**config.mk**
```make
export PLATFORM = sky130hd
export DESIGN_NAME = timed_action_sequencer
export DESIGN_NICKNAME = d
export VERILOG_FILES = /design/src/design/tas_pkg.sv /design/src/design/timed_action_sequencer.sv /design/src/design/tas_datapath.sv /design/src/design/tas_ctrl.sv
export SDC_FILE = /design/constraint.sdc
export NUM_CORES = 2
export LEC_CHECK = 0
export CAP_MARGIN = 15
export CORE_ASPECT_RATIO = 0.9
export CORE_MARGIN = 2
export CORE_UTILIZATION = 59
export DETAILED_ROUTE_END_ITERATION = 10
export DONT_BUFFER_PORTS = 1
export GPL_TIMING_DRIVEN = 1
export PLACE_DENSITY = 0.75
export SLEW_MARGIN = 10
export SYNTH_ARGS = -nofsm -noshare
export SYNTH_HDL_FRONTEND = slang
export SYNTH_SLANG_ARGS = --single-unit
```
**constraint.sdc**
```tcl
create_clock -name aclk -period 7.8 [get_ports aclk]
set_input_delay 0.39 -clock aclk [delete_from_list [all_inputs] [get_ports aclk]]
set_output_delay 0.39 -clock aclk [all_outputs]
set_load 0.005 [all_outputs]
```
**src/design/tas_pkg.sv**
```systemverilog
package tas_pkg;

    localparam int DEPTH_DEFAULT = 64;

    localparam int OP_W = 2;
    localparam int INDEX_W = 6;
    localparam int ACT_KIND_W = 3;
    localparam int SPEED_W = 8;
    localparam int DIR_W = 3;
    localparam int DUR_W = 8;
    localparam int COLOR_W = 24;
    localparam int SOUND_W = 8;
    localparam int MICROS_W = 20;
    localparam int LEN_CFG_W = 7;
    localparam int CMD_KIND_W = 4;
    localparam int CMD_VALUE_W = 24;
    localparam int TIMER_W = 32;
    localparam int THRESH_W = 25;

    localparam int S_TDATA_W = 88;
    localparam int M_TDATA_W = 24;

    localparam logic [16:0] TENTH_US = 17'd100000;
    localparam logic [SPEED_W-1:0] SPEED_MAX = 8'd100;
    localparam logic [7:0] LIGHT_ON_VALUE = 8'd255;
    localparam logic [DUR_W:0] MOTOR_TIMEOUT_PAD = 9'd2;

    typedef enum logic [OP_W-1:0] {
        OP_LOAD  = 2'd0,
        OP_START = 2'd1,
        OP_TICK  = 2'd2
    } op_t;

    typedef enum logic [ACT_KIND_W-1:0] {
        ACT_DRIVE = 3'd0,
        ACT_HEAD  = 3'd1,
        ACT_TAIL  = 3'd2,
        ACT_UNDER = 3'd3,
        ACT_SOUND = 3'd4,
        ACT_DELAY = 3'd5
    } act_kind_t;

    typedef enum logic [CMD_KIND_W-1:0] {
        CMD_CLEAR     = 4'd0,
        CMD_SPEED     = 4'd1,
        CMD_DIRECTION = 4'd2,
        CMD_MOTOR_TO  = 4'd3,
        CMD_HEAD      = 4'd4,
        CMD_TAIL      = 4'd5,
        CMD_UNDER     = 4'd6,
        CMD_SOUND     = 4'd7,
        CMD_DONE      = 4'd8
    } cmd_kind_t;

    typedef enum logic [2:0] {
        VAL_ZERO,
        VAL_SPEED,
        VAL_DIR,
        VAL_MOTOR_TO,
        VAL_LIGHT,
        VAL_COLOR,
        VAL_SOUND
    } val_sel_t;

    typedef struct packed {
        logic [ACT_KIND_W-1:0] kind;
        logic [SPEED_W-1:0]    speed;
        logic [DIR_W-1:0]      dir;
        logic [DUR_W-1:0]      dur;
        logic                  on;
        logic [COLOR_W-1:0]    color;
        logic [SOUND_W-1:0]    sound;
    } act_entry_t;

    typedef struct packed {
        logic      load_entry;
        logic      start_play;
        logic      take_tick;
        logic      fetch;
        logic      accum;
        logic      start_action;
        logic      advance;
        logic      finish_action;
        logic      halt;
        logic      emit;
        cmd_kind_t emit_kind;
        val_sel_t  emit_val;
        logic      emit_last;
    } tas_cmd_t;

    typedef struct packed {
        logic                  running;
        logic                  at_end;
        logic                  started;
        logic                  expired;
        logic                  out_free;
        logic [ACT_KIND_W-1:0] act_kind;
    } tas_status_t;

endpackage

```
**src/design/timed_action_sequencer.sv**
```systemverilog
// Load, start and unknown items are handled while idle; the next item is accepted straight after.
// A tick is dropped when stopped, evaluates and checks a held action, and may end in stop and done.
// Results leave one per cycle from a single output register; a stalled result holds the controller.
// The action store is one memory with one registered read port, read once or twice per tick.
// Reset (aresetn low at a rising edge) clears the cursor, timer, flags, length and output valid.
// The action store is not cleared; entries are defined only once they have been loaded.
module timed_action_sequencer import tas_pkg::*; #(
    parameter int PROGRAM_DEPTH = DEPTH_DEFAULT
) (
    input  logic                  aclk,
    input  logic                  aresetn,
    input  logic                  s_tvalid,
    output logic                  s_tready,
    // action_index, action_kind, drive_speed, drive_direction, duration_tenths,
    // light_on, light_color, sound_index, elapsed_micros, then zero padding.
    input  logic [S_TDATA_W-1:0]  s_tdata,
    // operation.
    input  logic [OP_W-1:0]       s_tuser,
    input  logic                  cfg_wr_en,
    input  logic [LEN_CFG_W-1:0]  cfg_wr_data,
    output logic                  m_tvalid,
    input  logic                  m_tready,
    // command_value.
    output logic [M_TDATA_W-1:0]  m_tdata,
    // command_kind.
    output logic [CMD_KIND_W-1:0] m_tuser,
    output logic                  m_tlast
);

    tas_cmd_t    cmd;
    tas_status_t status;

    tas_ctrl u_ctrl (
        .aclk     (aclk),
        .aresetn  (aresetn),
        .s_tvalid (s_tvalid),
        .s_tready (s_tready),
        .s_tuser  (s_tuser),
        .status   (status),
        .cmd      (cmd)
    );

    tas_datapath #(
        .PROGRAM_DEPTH (PROGRAM_DEPTH)
    ) u_datapath (
        .aclk        (aclk),
        .aresetn     (aresetn),
        .s_tdata     (s_tdata),
        .cfg_wr_en   (cfg_wr_en),
        .cfg_wr_data (cfg_wr_data),
        .cmd         (cmd),
        .status      (status),
        .m_tvalid    (m_tvalid),
        .m_tready    (m_tready),
        .m_tdata     (m_tdata),
        .m_tuser     (m_tuser),
        .m_tlast     (m_tlast)
    );

endmodule

```
**src/design/tas_datapath.sv**
```systemverilog
module tas_datapath import tas_pkg::*; #(
    parameter int PROGRAM_DEPTH = DEPTH_DEFAULT
) (
    input  logic                   aclk,
    input  logic                   aresetn,
    input  logic [S_TDATA_W-1:0]   s_tdata,
    input  logic                   cfg_wr_en,
    input  logic [LEN_CFG_W-1:0]   cfg_wr_data,
    input  tas_cmd_t               cmd,
    output tas_status_t            status,
    output logic                   m_tvalid,
    input  logic                   m_tready,
    output logic [M_TDATA_W-1:0]   m_tdata,
    output logic [CMD_KIND_W-1:0]  m_tuser,
    output logic                   m_tlast
);

    localparam int AW = (PROGRAM_DEPTH > 1) ? $clog2(PROGRAM_DEPTH) : 1;
    localparam int CW = $clog2(PROGRAM_DEPTH + 1);
    localparam int LW = (CW > LEN_CFG_W) ? CW : LEN_CFG_W;
    localparam logic [LW-1:0] DEPTH_L = LW'(PROGRAM_DEPTH);

    logic [INDEX_W-1:0]  in_index;
    logic [MICROS_W-1:0] in_micros;
    act_entry_t          in_entry;

    act_entry_t action_mem [PROGRAM_DEPTH];
    act_entry_t entry_reg;

    logic [LEN_CFG_W-1:0] program_length_reg;
    logic [CW-1:0]        cursor_reg;
    logic [CW-1:0]        cursor_next;
    logic [TIMER_W-1:0]   timer_reg;
    logic [TIMER_W-1:0]   timer_next;
    logic [THRESH_W-1:0]  thresh_reg;
    logic [MICROS_W-1:0]  micros_reg;
    logic                 started_reg;
    logic                 started_next;
    logic                 running_reg;
    logic                 running_next;

    logic                   m_valid_reg;
    logic                   m_valid_next;
    logic [CMD_KIND_W-1:0]  m_kind_reg;
    logic [M_TDATA_W-1:0]   m_value_reg;
    logic                   m_last_reg;

    logic [LW-1:0]      index_ext;
    logic [LW-1:0]      length_ext;
    logic [LW-1:0]      eff_len;
    logic [AW-1:0]      wr_addr;
    logic [AW-1:0]      rd_addr;
    logic [TIMER_W:0]   timer_sum;
    logic [TIMER_W-1:0] timer_sat;
    logic [M_TDATA_W-1:0] emit_value;
    logic               out_free;

    assign in_index        = s_tdata[5:0];
    assign in_entry.kind   = s_tdata[8:6];
    assign in_entry.speed  = s_tdata[16:9];
    assign in_entry.dir    = s_tdata[19:17];
    assign in_entry.dur    = s_tdata[27:20];
    assign in_entry.on     = s_tdata[28];
    assign in_entry.color  = s_tdata[52:29];
    assign in_entry.sound  = s_tdata[60:53];
    assign in_micros       = s_tdata[80:61];

    assign index_ext  = LW'(in_index);
    assign length_ext = LW'(program_length_reg);
    assign eff_len    = (length_ext > DEPTH_L) ? DEPTH_L : length_ext;
    assign wr_addr    = index_ext[AW-1:0];
    assign rd_addr    = AW'(cursor_reg);

    always_ff @(posedge aclk) begin
        if (cmd.load_entry && (index_ext < DEPTH_L)) begin
            action_mem[wr_addr] <= in_entry;
        end
        if (cmd.fetch) begin
            entry_reg <= action_mem[rd_addr];
        end
    end

    assign timer_sum = {1'b0, timer_reg} + (TIMER_W + 1)'(micros_reg);
    assign timer_sat = timer_sum[TIMER_W] ? {TIMER_W{1'b1}} : timer_sum[TIMER_W-1:0];

    always_comb begin
        cursor_next  = cursor_reg;
        timer_next   = timer_reg;
        started_next = started_reg;
        running_next = running_reg;
        if (cmd.start_play) begin
            cursor_next  = '0;
            timer_next   = '0;
            started_next = 1'b0;
            running_next = 1'b1;
        end
        if (cmd.start_action) begin
            started_next = 1'b1;
            timer_next   = '0;
        end
        if (cmd.accum) begin
            timer_next = timer_sat;
        end
        if (cmd.advance) begin
            cursor_next = cursor_reg + CW'(1);
        end
        if (cmd.finish_action) begin
            cursor_next  = cursor_reg + CW'(1);
            timer_next   = '0;
            started_next = 1'b0;
        end
        if (cmd.halt) begin
            running_next = 1'b0;
        end
    end

    always_ff @(posedge aclk) begin
        if (!aresetn) begin
            program_length_reg <= '0;
            cursor_reg         <= '0;
            timer_reg          <= '0;
            started_reg        <= 1'b0;
            running_reg        <= 1'b0;
        end else begin
            if (cfg_wr_en) begin
                program_length_reg <= cfg_wr_data;
            end
            cursor_reg  <= cursor_next;
            timer_reg   <= timer_next;
            started_reg <= started_next;
            running_reg <= running_next;
        end
    end

    always_ff @(posedge aclk) begin
        if (cmd.take_tick) begin
            micros_reg <= in_micros;
        end
        if (cmd.accum) begin
            thresh_reg <= THRESH_W'(entry_reg.dur) * THRESH_W'(TENTH_US);
        end
    end

    always_comb begin
        case (cmd.emit_val)
            VAL_ZERO:     emit_value = '0;
            VAL_SPEED:    emit_value = M_TDATA_W'((entry_reg.speed > SPEED_MAX) ?
                                                  SPEED_MAX : entry_reg.speed);
            VAL_DIR:      emit_value = M_TDATA_W'(entry_reg.dir);
            VAL_MOTOR_TO: emit_value = M_TDATA_W'({1'b0, entry_reg.dur} + MOTOR_TIMEOUT_PAD);
            VAL_LIGHT:    emit_value = M_TDATA_W'(entry_reg.on ? LIGHT_ON_VALUE : 8'd0);
            VAL_COLOR:    emit_value = M_TDATA_W'(entry_reg.color);
            VAL_SOUND:    emit_value = M_TDATA_W'(entry_reg.sound);
            default:      emit_value = '0;
        endcase
    end

    assign out_free = !m_valid_reg || m_tready;

    always_comb begin
        m_valid_next = m_valid_reg;
        if (m_valid_reg && m_tready) begin
            m_valid_next = 1'b0;
        end
        if (cmd.emit) begin
            m_valid_next = 1'b1;
        end
    end

    always_ff @(posedge aclk) begin
        if (!aresetn) begin
            m_valid_reg <= 1'b0;
        end else begin
            m_valid_reg <= m_valid_next;
        end
    end

    always_ff @(posedge aclk) begin
        if (cmd.emit) begin
            m_kind_reg  <= cmd.emit_kind;
            m_value_reg <= emit_value;
            m_last_reg  <= cmd.emit_last;
        end
    end

    assign m_tvalid = m_valid_reg;
    assign m_tdata  = m_value_reg;
    assign m_tuser  = m_kind_reg;
    assign m_tlast  = m_last_reg;

    assign status.running  = running_reg;
    assign status.at_end   = LW'(cursor_reg) >= eff_len;
    assign status.started  = started_reg;
    assign status.expired  = timer_reg >= TIMER_W'(thresh_reg);
    assign status.out_free = out_free;
    assign status.act_kind = entry_reg.kind;

`ifndef ASSERT_OFF
    a_no_overwrite: assert property (@(posedge aclk) disable iff (!aresetn)
        cmd.emit |-> out_free)
        else $error("Result register loaded while a transfer is still pending.");

    a_done_stops: assert property (@(posedge aclk) disable iff (!aresetn)
        (cmd.emit && (cmd.emit_kind == CMD_DONE)) |=> !running_reg)
        else $error("Playback still running after the done marker.");

    a_cursor_range: assert property (@(posedge aclk) disable iff (!aresetn)
        LW'(cursor_reg) <= DEPTH_L)
        else $error("Cursor beyond the program store.");

    a_accum_started: assert property (@(posedge aclk) disable iff (!aresetn)
        cmd.accum |-> started_reg)
        else $error("Timer accumulated for an action that was never started.");
`endif

endmodule

```
**src/design/tas_ctrl.sv**
```systemverilog
module tas_ctrl import tas_pkg::*; (
    input  logic              aclk,
    input  logic              aresetn,
    input  logic              s_tvalid,
    output logic              s_tready,
    input  logic [OP_W-1:0]   s_tuser,
    input  tas_status_t       status,
    output tas_cmd_t          cmd
);

    typedef enum logic [3:0] {
        ST_IDLE,
        ST_EVAL,
        ST_CHECK,
        ST_NEXTRD,
        ST_NEXTCHK,
        ST_ADVCHK,
        ST_DRV0,
        ST_DRV1,
        ST_DRV2,
        ST_DRV3,
        ST_ONE,
        ST_STOP0,
        ST_STOP1,
        ST_STOP2,
        ST_DONE
    } state_t;

    state_t state_reg;
    state_t state_next;

    always_comb begin
        cmd        = '0;
        state_next = state_reg;
        s_tready   = 1'b0;
        case (state_reg)
            ST_IDLE: begin
                s_tready = 1'b1;
                if (s_tvalid) begin
                    case (s_tuser)
                        OP_LOAD: begin
                            cmd.load_entry = 1'b1;
                        end
                        OP_START: begin
                            cmd.start_play = 1'b1;
                        end
                        OP_TICK: begin
                            if (status.running) begin
                                if (status.at_end) begin
                                    state_next = ST_DONE;
                                end else begin
                                    cmd.take_tick = 1'b1;
                                    cmd.fetch     = 1'b1;
                                    state_next    = ST_EVAL;
                                end
                            end
                        end
                        default: ;
                    endcase
                end
            end
            ST_EVAL: begin
                if (status.started && ((status.act_kind == ACT_DRIVE) ||
                                       (status.act_kind == ACT_DELAY))) begin
                    cmd.accum  = 1'b1;
                    state_next = ST_CHECK;
                end else begin
                    case (status.act_kind)
                        ACT_DRIVE: begin
                            cmd.start_action = 1'b1;
                            state_next       = ST_DRV0;
                        end
                        ACT_HEAD, ACT_TAIL, ACT_UNDER, ACT_SOUND: begin
                            cmd.advance = 1'b1;
                            state_next  = ST_ONE;
                        end
                        ACT_DELAY: begin
                            cmd.start_action = 1'b1;
                            state_next       = ST_IDLE;
                        end
                        default: begin
                            cmd.advance = 1'b1;
                            state_next  = ST_ADVCHK;
                        end
                    endcase
                end
            end
            ST_CHECK: begin
                if (status.expired) begin
                    cmd.finish_action = 1'b1;
                    state_next = (status.act_kind == ACT_DRIVE) ? ST_NEXTRD : ST_ADVCHK;
                end else begin
                    state_next = ST_IDLE;
                end
            end
            ST_NEXTRD: begin
                cmd.fetch  = 1'b1;
                state_next = ST_NEXTCHK;
            end
            ST_NEXTCHK: begin
                if (status.at_end || (status.act_kind != ACT_DRIVE)) begin
                    state_next = ST_STOP0;
                end else begin
                    state_next = ST_IDLE;
                end
            end
            ST_ADVCHK: begin
                state_next = status.at_end ? ST_DONE : ST_IDLE;
            end
            ST_DRV0: begin
                cmd.emit      = status.out_free;
                cmd.emit_kind = CMD_CLEAR;
                cmd.emit_val  = VAL_ZERO;
                if (status.out_free) begin
                    state_next = ST_DRV1;
                end
            end
            ST_DRV1: begin
                cmd.emit      = status.out_free;
                cmd.emit_kind = CMD_SPEED;
                cmd.emit_val  = VAL_SPEED;
                if (status.out_free) begin
                    state_next = ST_DRV2;
                end
            end
            ST_DRV2: begin
                cmd.emit      = status.out_free;
                cmd.emit_kind = CMD_DIRECTION;
                cmd.emit_val  = VAL_DIR;
                if (status.out_free) begin
                    state_next = ST_DRV3;
                end
            end
            ST_DRV3: begin
                cmd.emit      = status.out_free;
                cmd.emit_kind = CMD_MOTOR_TO;
                cmd.emit_val  = VAL_MOTOR_TO;
                cmd.emit_last = 1'b1;
                if (status.out_free) begin
                    state_next = ST_IDLE;
                end
            end
            ST_ONE: begin
                cmd.emit      = status.out_free;
                cmd.emit_last = !status.at_end;
                case (status.act_kind)
                    ACT_HEAD: begin
                        cmd.emit_kind = CMD_HEAD;
                        cmd.emit_val  = VAL_LIGHT;
                    end
                    ACT_TAIL: begin
                        cmd.emit_kind = CMD_TAIL;
                        cmd.emit_val  = VAL_LIGHT;
                    end
                    ACT_UNDER: begin
                        cmd.emit_kind = CMD_UNDER;
                        cmd.emit_val  = VAL_COLOR;
                    end
                    default: begin
                        cmd.emit_kind = CMD_SOUND;
                        cmd.emit_val  = VAL_SOUND;
                    end
                endcase
                if (status.out_free) begin
                    state_next = status.at_end ? ST_DONE : ST_IDLE;
                end
            end
            ST_STOP0: begin
                cmd.emit      = status.out_free;
                cmd.emit_kind = CMD_DIRECTION;
                cmd.emit_val  = VAL_ZERO;
                if (status.out_free) begin
                    state_next = ST_STOP1;
                end
            end
            ST_STOP1: begin
                cmd.emit      = status.out_free;
                cmd.emit_kind = CMD_SPEED;
                cmd.emit_val  = VAL_ZERO;
                if (status.out_free) begin
                    state_next = ST_STOP2;
                end
            end
            ST_STOP2: begin
                cmd.emit      = status.out_free;
                cmd.emit_kind = CMD_CLEAR;
                cmd.emit_val  = VAL_ZERO;
                cmd.emit_last = !status.at_end;
                if (status.out_free) begin
                    state_next = status.at_end ? ST_DONE : ST_IDLE;
                end
            end
            ST_DONE: begin
                cmd.emit      = status.out_free;
                cmd.emit_kind = CMD_DONE;
                cmd.emit_val  = VAL_ZERO;
                cmd.emit_last = 1'b1;
                if (status.out_free) begin
                    cmd.halt   = 1'b1;
                    state_next = ST_IDLE;
                end
            end
            default: begin
                state_next = ST_IDLE;
            end
        endcase
    end

    always_ff @(posedge aclk) begin
        if (!aresetn) begin
            state_reg <= ST_IDLE;
        end else begin
            state_reg <= state_next;
        end
    end

endmodule
```
---- After elaboration in Yosys (flattened, before gate mapping) ----
Memories as Yosys holds them, arrays and structs flattened. A register that Yosys moved wholly into a read port is not among the register bits.
Cells that the tools add are included.
Widths: inputs -> output; s select.
cells by class
  div/mod/pow operators ................... 0
  bitwise gates (word level) .............. 1
  magnitude comparators ................... 5
  multiply operators ...................... 1
  muxes and demuxes ....................... 56
  equal/unequal tests ..................... 37
  reductions and logical operators ........ 24
  add/subtract/negate cells ............... 3
  shift operators ......................... 0
operator list
  kind                   number
  $pmux 24 s6            1
  $mux 32                4
  $mux 4                 16
  $pmux 8 s8             1
  $pmux 4 s13            1
  $add 32x20->33         1
  $ge 32x25->1           1
  $eq 4x4->1 const B     7
  $mux 7                 4
  $mul 8x12->20 const B  1
  $eq 4x3->1 const B     4
  $mux 1                 16
  $mux 8                 2
  $ne 2x1->1 const B     8
  $eq 3x3->1 const B     5
  $pmux 5 s3             1
  $eq 3x2->1 const B     4
  $pmux 4 s3             1
  $reduce_or 2->1        6
  $reduce_and 10->1      1
  $add 8x2->9 const B    1
  $mux 3                 3
  $reduce_bool 3->1      3
  $eq 4x2->1 const B     2
  other kinds (21)       33
storage, ports and cells
  memory bits (writable) .................. 3520
  bits of input ports ..................... 102
  output and inout port bits .............. 31
  flip-flop bits (word level) ............. 122
  bits in latches ......................... 0
  memories kept ........................... 1
  word-level logic and storage cells ...... 140
  ROM bits ................................ 0
memories
  memory                 depth  width  rd ports  clocked after Yosys merged registers in  write ports  RTL line            source
  u_datapath.action_mem  64     55     1         1                                        1            tas_datapath.sv:27  act_entry_t action_mem [PROGRAM_DEPTH];

---- Depth between registers and ports, before layout ----
  word-level depth ........................ 11
  gate-level depth with buffers ........... 15
  depth with buffers taken out ............ 15

---- Hierarchy ----
From an unflattened synthesis, not the netlist that was laid out.
unflattened totals
  cell total of the unflattened synthesis .. 6120
  area, all modules ....................... 143795.4 um^2
modules (own cells, without submodules)
  module        cells an instance  area an instance (um^2)  seq. area each (um^2)  times used
  tas_datapath  5997               143043.4                 110405.9               1
  tas_ctrl      123                752.0                    80.1                   1

---- Least setup slack after synthesis ----
No wires, ideal clock.
  kind .................................... register to register
  from .................................... register u_datapath.cursor_reg[0]
  to ...................................... register u_datapath.entry_reg[0] (netlist name)
  data arrival time ....................... 4.602 ns
  cell stages (with the launch flop) ...... 13
  required time ........................... 7.321 ns
  path slack .............................. 2.719 ns
  path buffers ............................ 4
  cells stage by stage .................... dfxtp_1 -> buf_2 -> buf_2 -> buf_2 -> buf_2 -> inv_1 -> ha_1 -> nand2b_1 -> a211oi_1 -> o21ai_0 -> a31oi_1 -> and3_1 -> o21bai_1
RTL lines
  what                    RTL line             source
  start, declared         tas_datapath.sv:31   logic [CW-1:0] cursor_reg;
  start signal, assigned  tas_datapath.sv:128  cursor_reg <= cursor_next;

---- Worst setup path in the final report ----
  from .................................... register u_ctrl.state_reg[3]
  to ...................................... memory u_datapath.action_mem[58][17] in the netlist's numbering, enable pin
on the way
  cells in the longest elaborated chain, start to end .. 5
RTL lines
  what                          RTL line            source
  start, declared               tas_ctrl.sv:29      state_t state_reg;
  start signal, assigned        tas_ctrl.sv:213     state_reg <= state_next;
  $logic_not 4->1               tas_ctrl.sv:36      case (state_reg)
  $mux 3                        tas_ctrl.sv:36
  $logic_and 1x1->1             tas_datapath.sv:75  if (cmd.load_entry && (index_ext < DEPTH_L)) begin
  $mux 1                        tas_datapath.sv:75
  $mux 1 (implied by the code)  tas_datapath.sv:76  action_mem[wr_addr] <= in_entry;
  end, declared                 tas_datapath.sv:27
No other way between the ends.

==> summary.txt <==
Post-synth EDFFs: 3644
Routed Antenna Nets: 0
status: complete, no violations
placed cell area: 148000 sq um
layout cells sized above 1: 0.289
worst-path maximum fanout: 34
RSZ-0062 raised after global routing: no
CTS max path bufs: 4
Lkg Pwr: 49.0 nW
Worst Path Required: 8300 ps
Reg2Reg Setup Slack: 2350 ps
total track usage: 0.327
Worst Hold Depth: 4
Core Rows: 171
post-route cell area: 162000 sq um
largest family of logic cells by synthesized area: multiplexers
Routed wire per std cell: 40.6 microns
GRT Residual Overflow: 0
Largest register FFs: 3520
syn nets: 6251
first-pass GRT wire length: 556000 microns
die area: 247000 sq um
Root Driver: clkbuf_16
Setup Skew: 58.0 ps
normalized max-slew margin: 0.147
synthesized area: 143000 sq um
ys flop type: edfxtp_1
area share of fa/ha/maj cells after synthesis: 0.0108
DR vias: 71500
most common cell after layout, fill and taps aside: edfxtp_1
htree depth: 5
# DRC: 0
mux cell area share after synthesis: 0.182
CP Data Arrival Time: 5950 ps
RePlAce Congestion: 0.853
Hold/Removal Path Class: in -> reg
CTS tree: done
cell area power density: 268 nW/um^2
GR peak layer: met2
Max VDD drop: 0.000268 V
fmax: 0.183 GHz
final WL: 400000 microns
reg2reg end: u_datapath.action_mem[58][17]
RR Startpoint: u_ctrl.state_reg[3]
Worst setup SP type: flop
effective utilization at floorplan: 0.594
DP HPWL: 187000 microns
fin crit share: 0.699
final slew viol count: 0
Final setup viols: 0
met3 Resource Use GR: 0.0821
cts bufs inserted: 357
Synth Warn #: 0
Post-Syn Area per Cell: 23.8 sq um
Clock Pin Slew Worst Setup and Hold Paths: 50 ps
floorplan core area: 242000 sq um
Distinct cells, synth: 75
Hold Startpoint: s_tuser[1]
I/O Pins: 133
XOR/XNOR share of the synthesized area: 0.00195
die span in x: 524 microns
Simple-Gate Fraction of Synth Area: 0.0144
Worst setup EP type: flop
Via density: 7.25
Fin. Hold Viols: 0
Worst-Skew Late Latency: 920 ps
vias in the first global route: 70900
hold path endpoint: u_ctrl.state_reg[1]
Post-synth ARST share: 0
Iter 0 DRT Violations: 12900
Tmin final: 5450 ps
met2 usage: 0.513
Area Overhead vs Synth: 12.7%
global routing met1 resource utilization: 0.450
Final #Nets: 6605
FF+latch count, synth: 3697
drt pass-1 iters: 7
initial antenna violation count: 14
PortBufs: 0
post-synthesis compound-gate area fraction: 0.0103
WS Path Type: reg -> reg
CTS resizes: 0
worst slew pin tran: 1270 ps
final setup TNS: 0 ps
chip height: 472 microns
post-synthesis sequential area ratio: 0.770
largest net degree at the start of global routing: 150
Post-Synthesis Cells: 6033
most frequent cells in the layout: edfxtp_1, mux4_2, clkbuf_16
clk sink count: 3697
r2r worst-path depth: 7
maxcap violations: 0
-- stage by stage --
step / setup slack [ps] / power (mW) / instances / utilization / hold slack (ps)
floorplan: 2720 / 25.6 / 6033 / - / 430
global placement: 2590 / 26.3 / 9080 / 0.614 / 458
detailed placement: 2570 / 26.4 / 9080 / 0.614 / 455
CTS: 2540 / 43.4 / 9861 / 0.669 / 0.0626
global route: 2320 / 44.3 / 9864 / 0.669 / 52.6
finish: 2350 / 43.3 / 9867 / 0.669 / 66.4
-- synth_stat cells, types with 37 or more instances --
| cell type | number | share of area |
|---|---|---|
| a21oi_1 | 42 | 0.0015 |
| o21ai_0 | 55 | 0.0019 |
| buf_2 | 102 | 0.0036 |
| nand2_1 | 116 | 0.0030 |
| clkbuf_1 | 169 | 0.0044 |
| nor2_1 | 137 | 0.0036 |
| dfxtp_1 | 53 | 0.0074 |
| mux4_2 | 1148 | 0.18 |
| inv_1 | 58 | 0.0015 |
| nand3_1 | 37 | 0.0013 |
| ha_1 | 103 | 0.0090 |
| edfxtp_1 | 3644 | 0.76 |
-- what timing repair did --
action	4_1_cts	5_1_grt
buffers inserted	0	0
hold endpoints to repair	3567	0
hold buffers	148	0
-- how the worst max path moves through the flow --
stage,startpoint,endpoint,slack (ps),cells past startpoint
after floorplan,u_datapath.cursor_reg[0],u_datapath.entry_reg[0],2720,12
final,u_ctrl.state_reg[3],u_datapath.action_mem[58][17],2350,7
after global routing,u_ctrl.state_reg[3],u_datapath.action_mem[58][17],2320,7
after global placement,u_ctrl.state_reg[0],u_datapath.action_mem[59][21],2590,7
after CTS,u_ctrl.state_reg[3],u_datapath.action_mem[59][17],2540,7
after detailed placement,u_ctrl.state_reg[0],u_datapath.action_mem[59][21],2570,7
-- worst max-delay path, cell delays in order, from the launching register on --
cell and delay, ps:
dfxtp_1 300, buf_4 230, nor4_4 430, nand3b_1 240, nor3_1 1010, nand2_1 870
nor2_4 1200, buf_4 730
-- cell type report --
type,count,area [sq um]
antenna,6,15.0
inverter,59,221
tap,3200,4000
clock inverter,209,1940
timing repair buffer,293,3750
sequential,3697,111000
fill,14100,79800
multi-input combinational,1979,32000
clock buffer,424,9270
-- layer usage --
metal / up-vias / wire (microns)
li1: 26600 / -
met1: 37600 / 137000
met2: 6232 / 192000
met3: 1017 / 53500
met4: 12 / 18000
met5: - / 69
-- power breakdown --
group	internal [mW]	switching [mW]
clock	9.44	7.48
sequential	22.0	0.131
combinational	2.16	2.13
-- kinds of logic (layout without fill, tap and decap cells) --
kind of cell / Yosys count / in the layout
flip-flops: 3697 / 3697
buffers and inverters: 357 / 985
other: 0 / 6
XOR/XNOR: 32 / 32
multiplexers: 1174 / 1174
AND/OR/NAND/NOR: 438 / 438
adder cells (fa/ha/maj): 116 / 116
AO/OA/AOI/OAI: 219 / 219
Note: power is estimated with default switching activity, not from simulation.
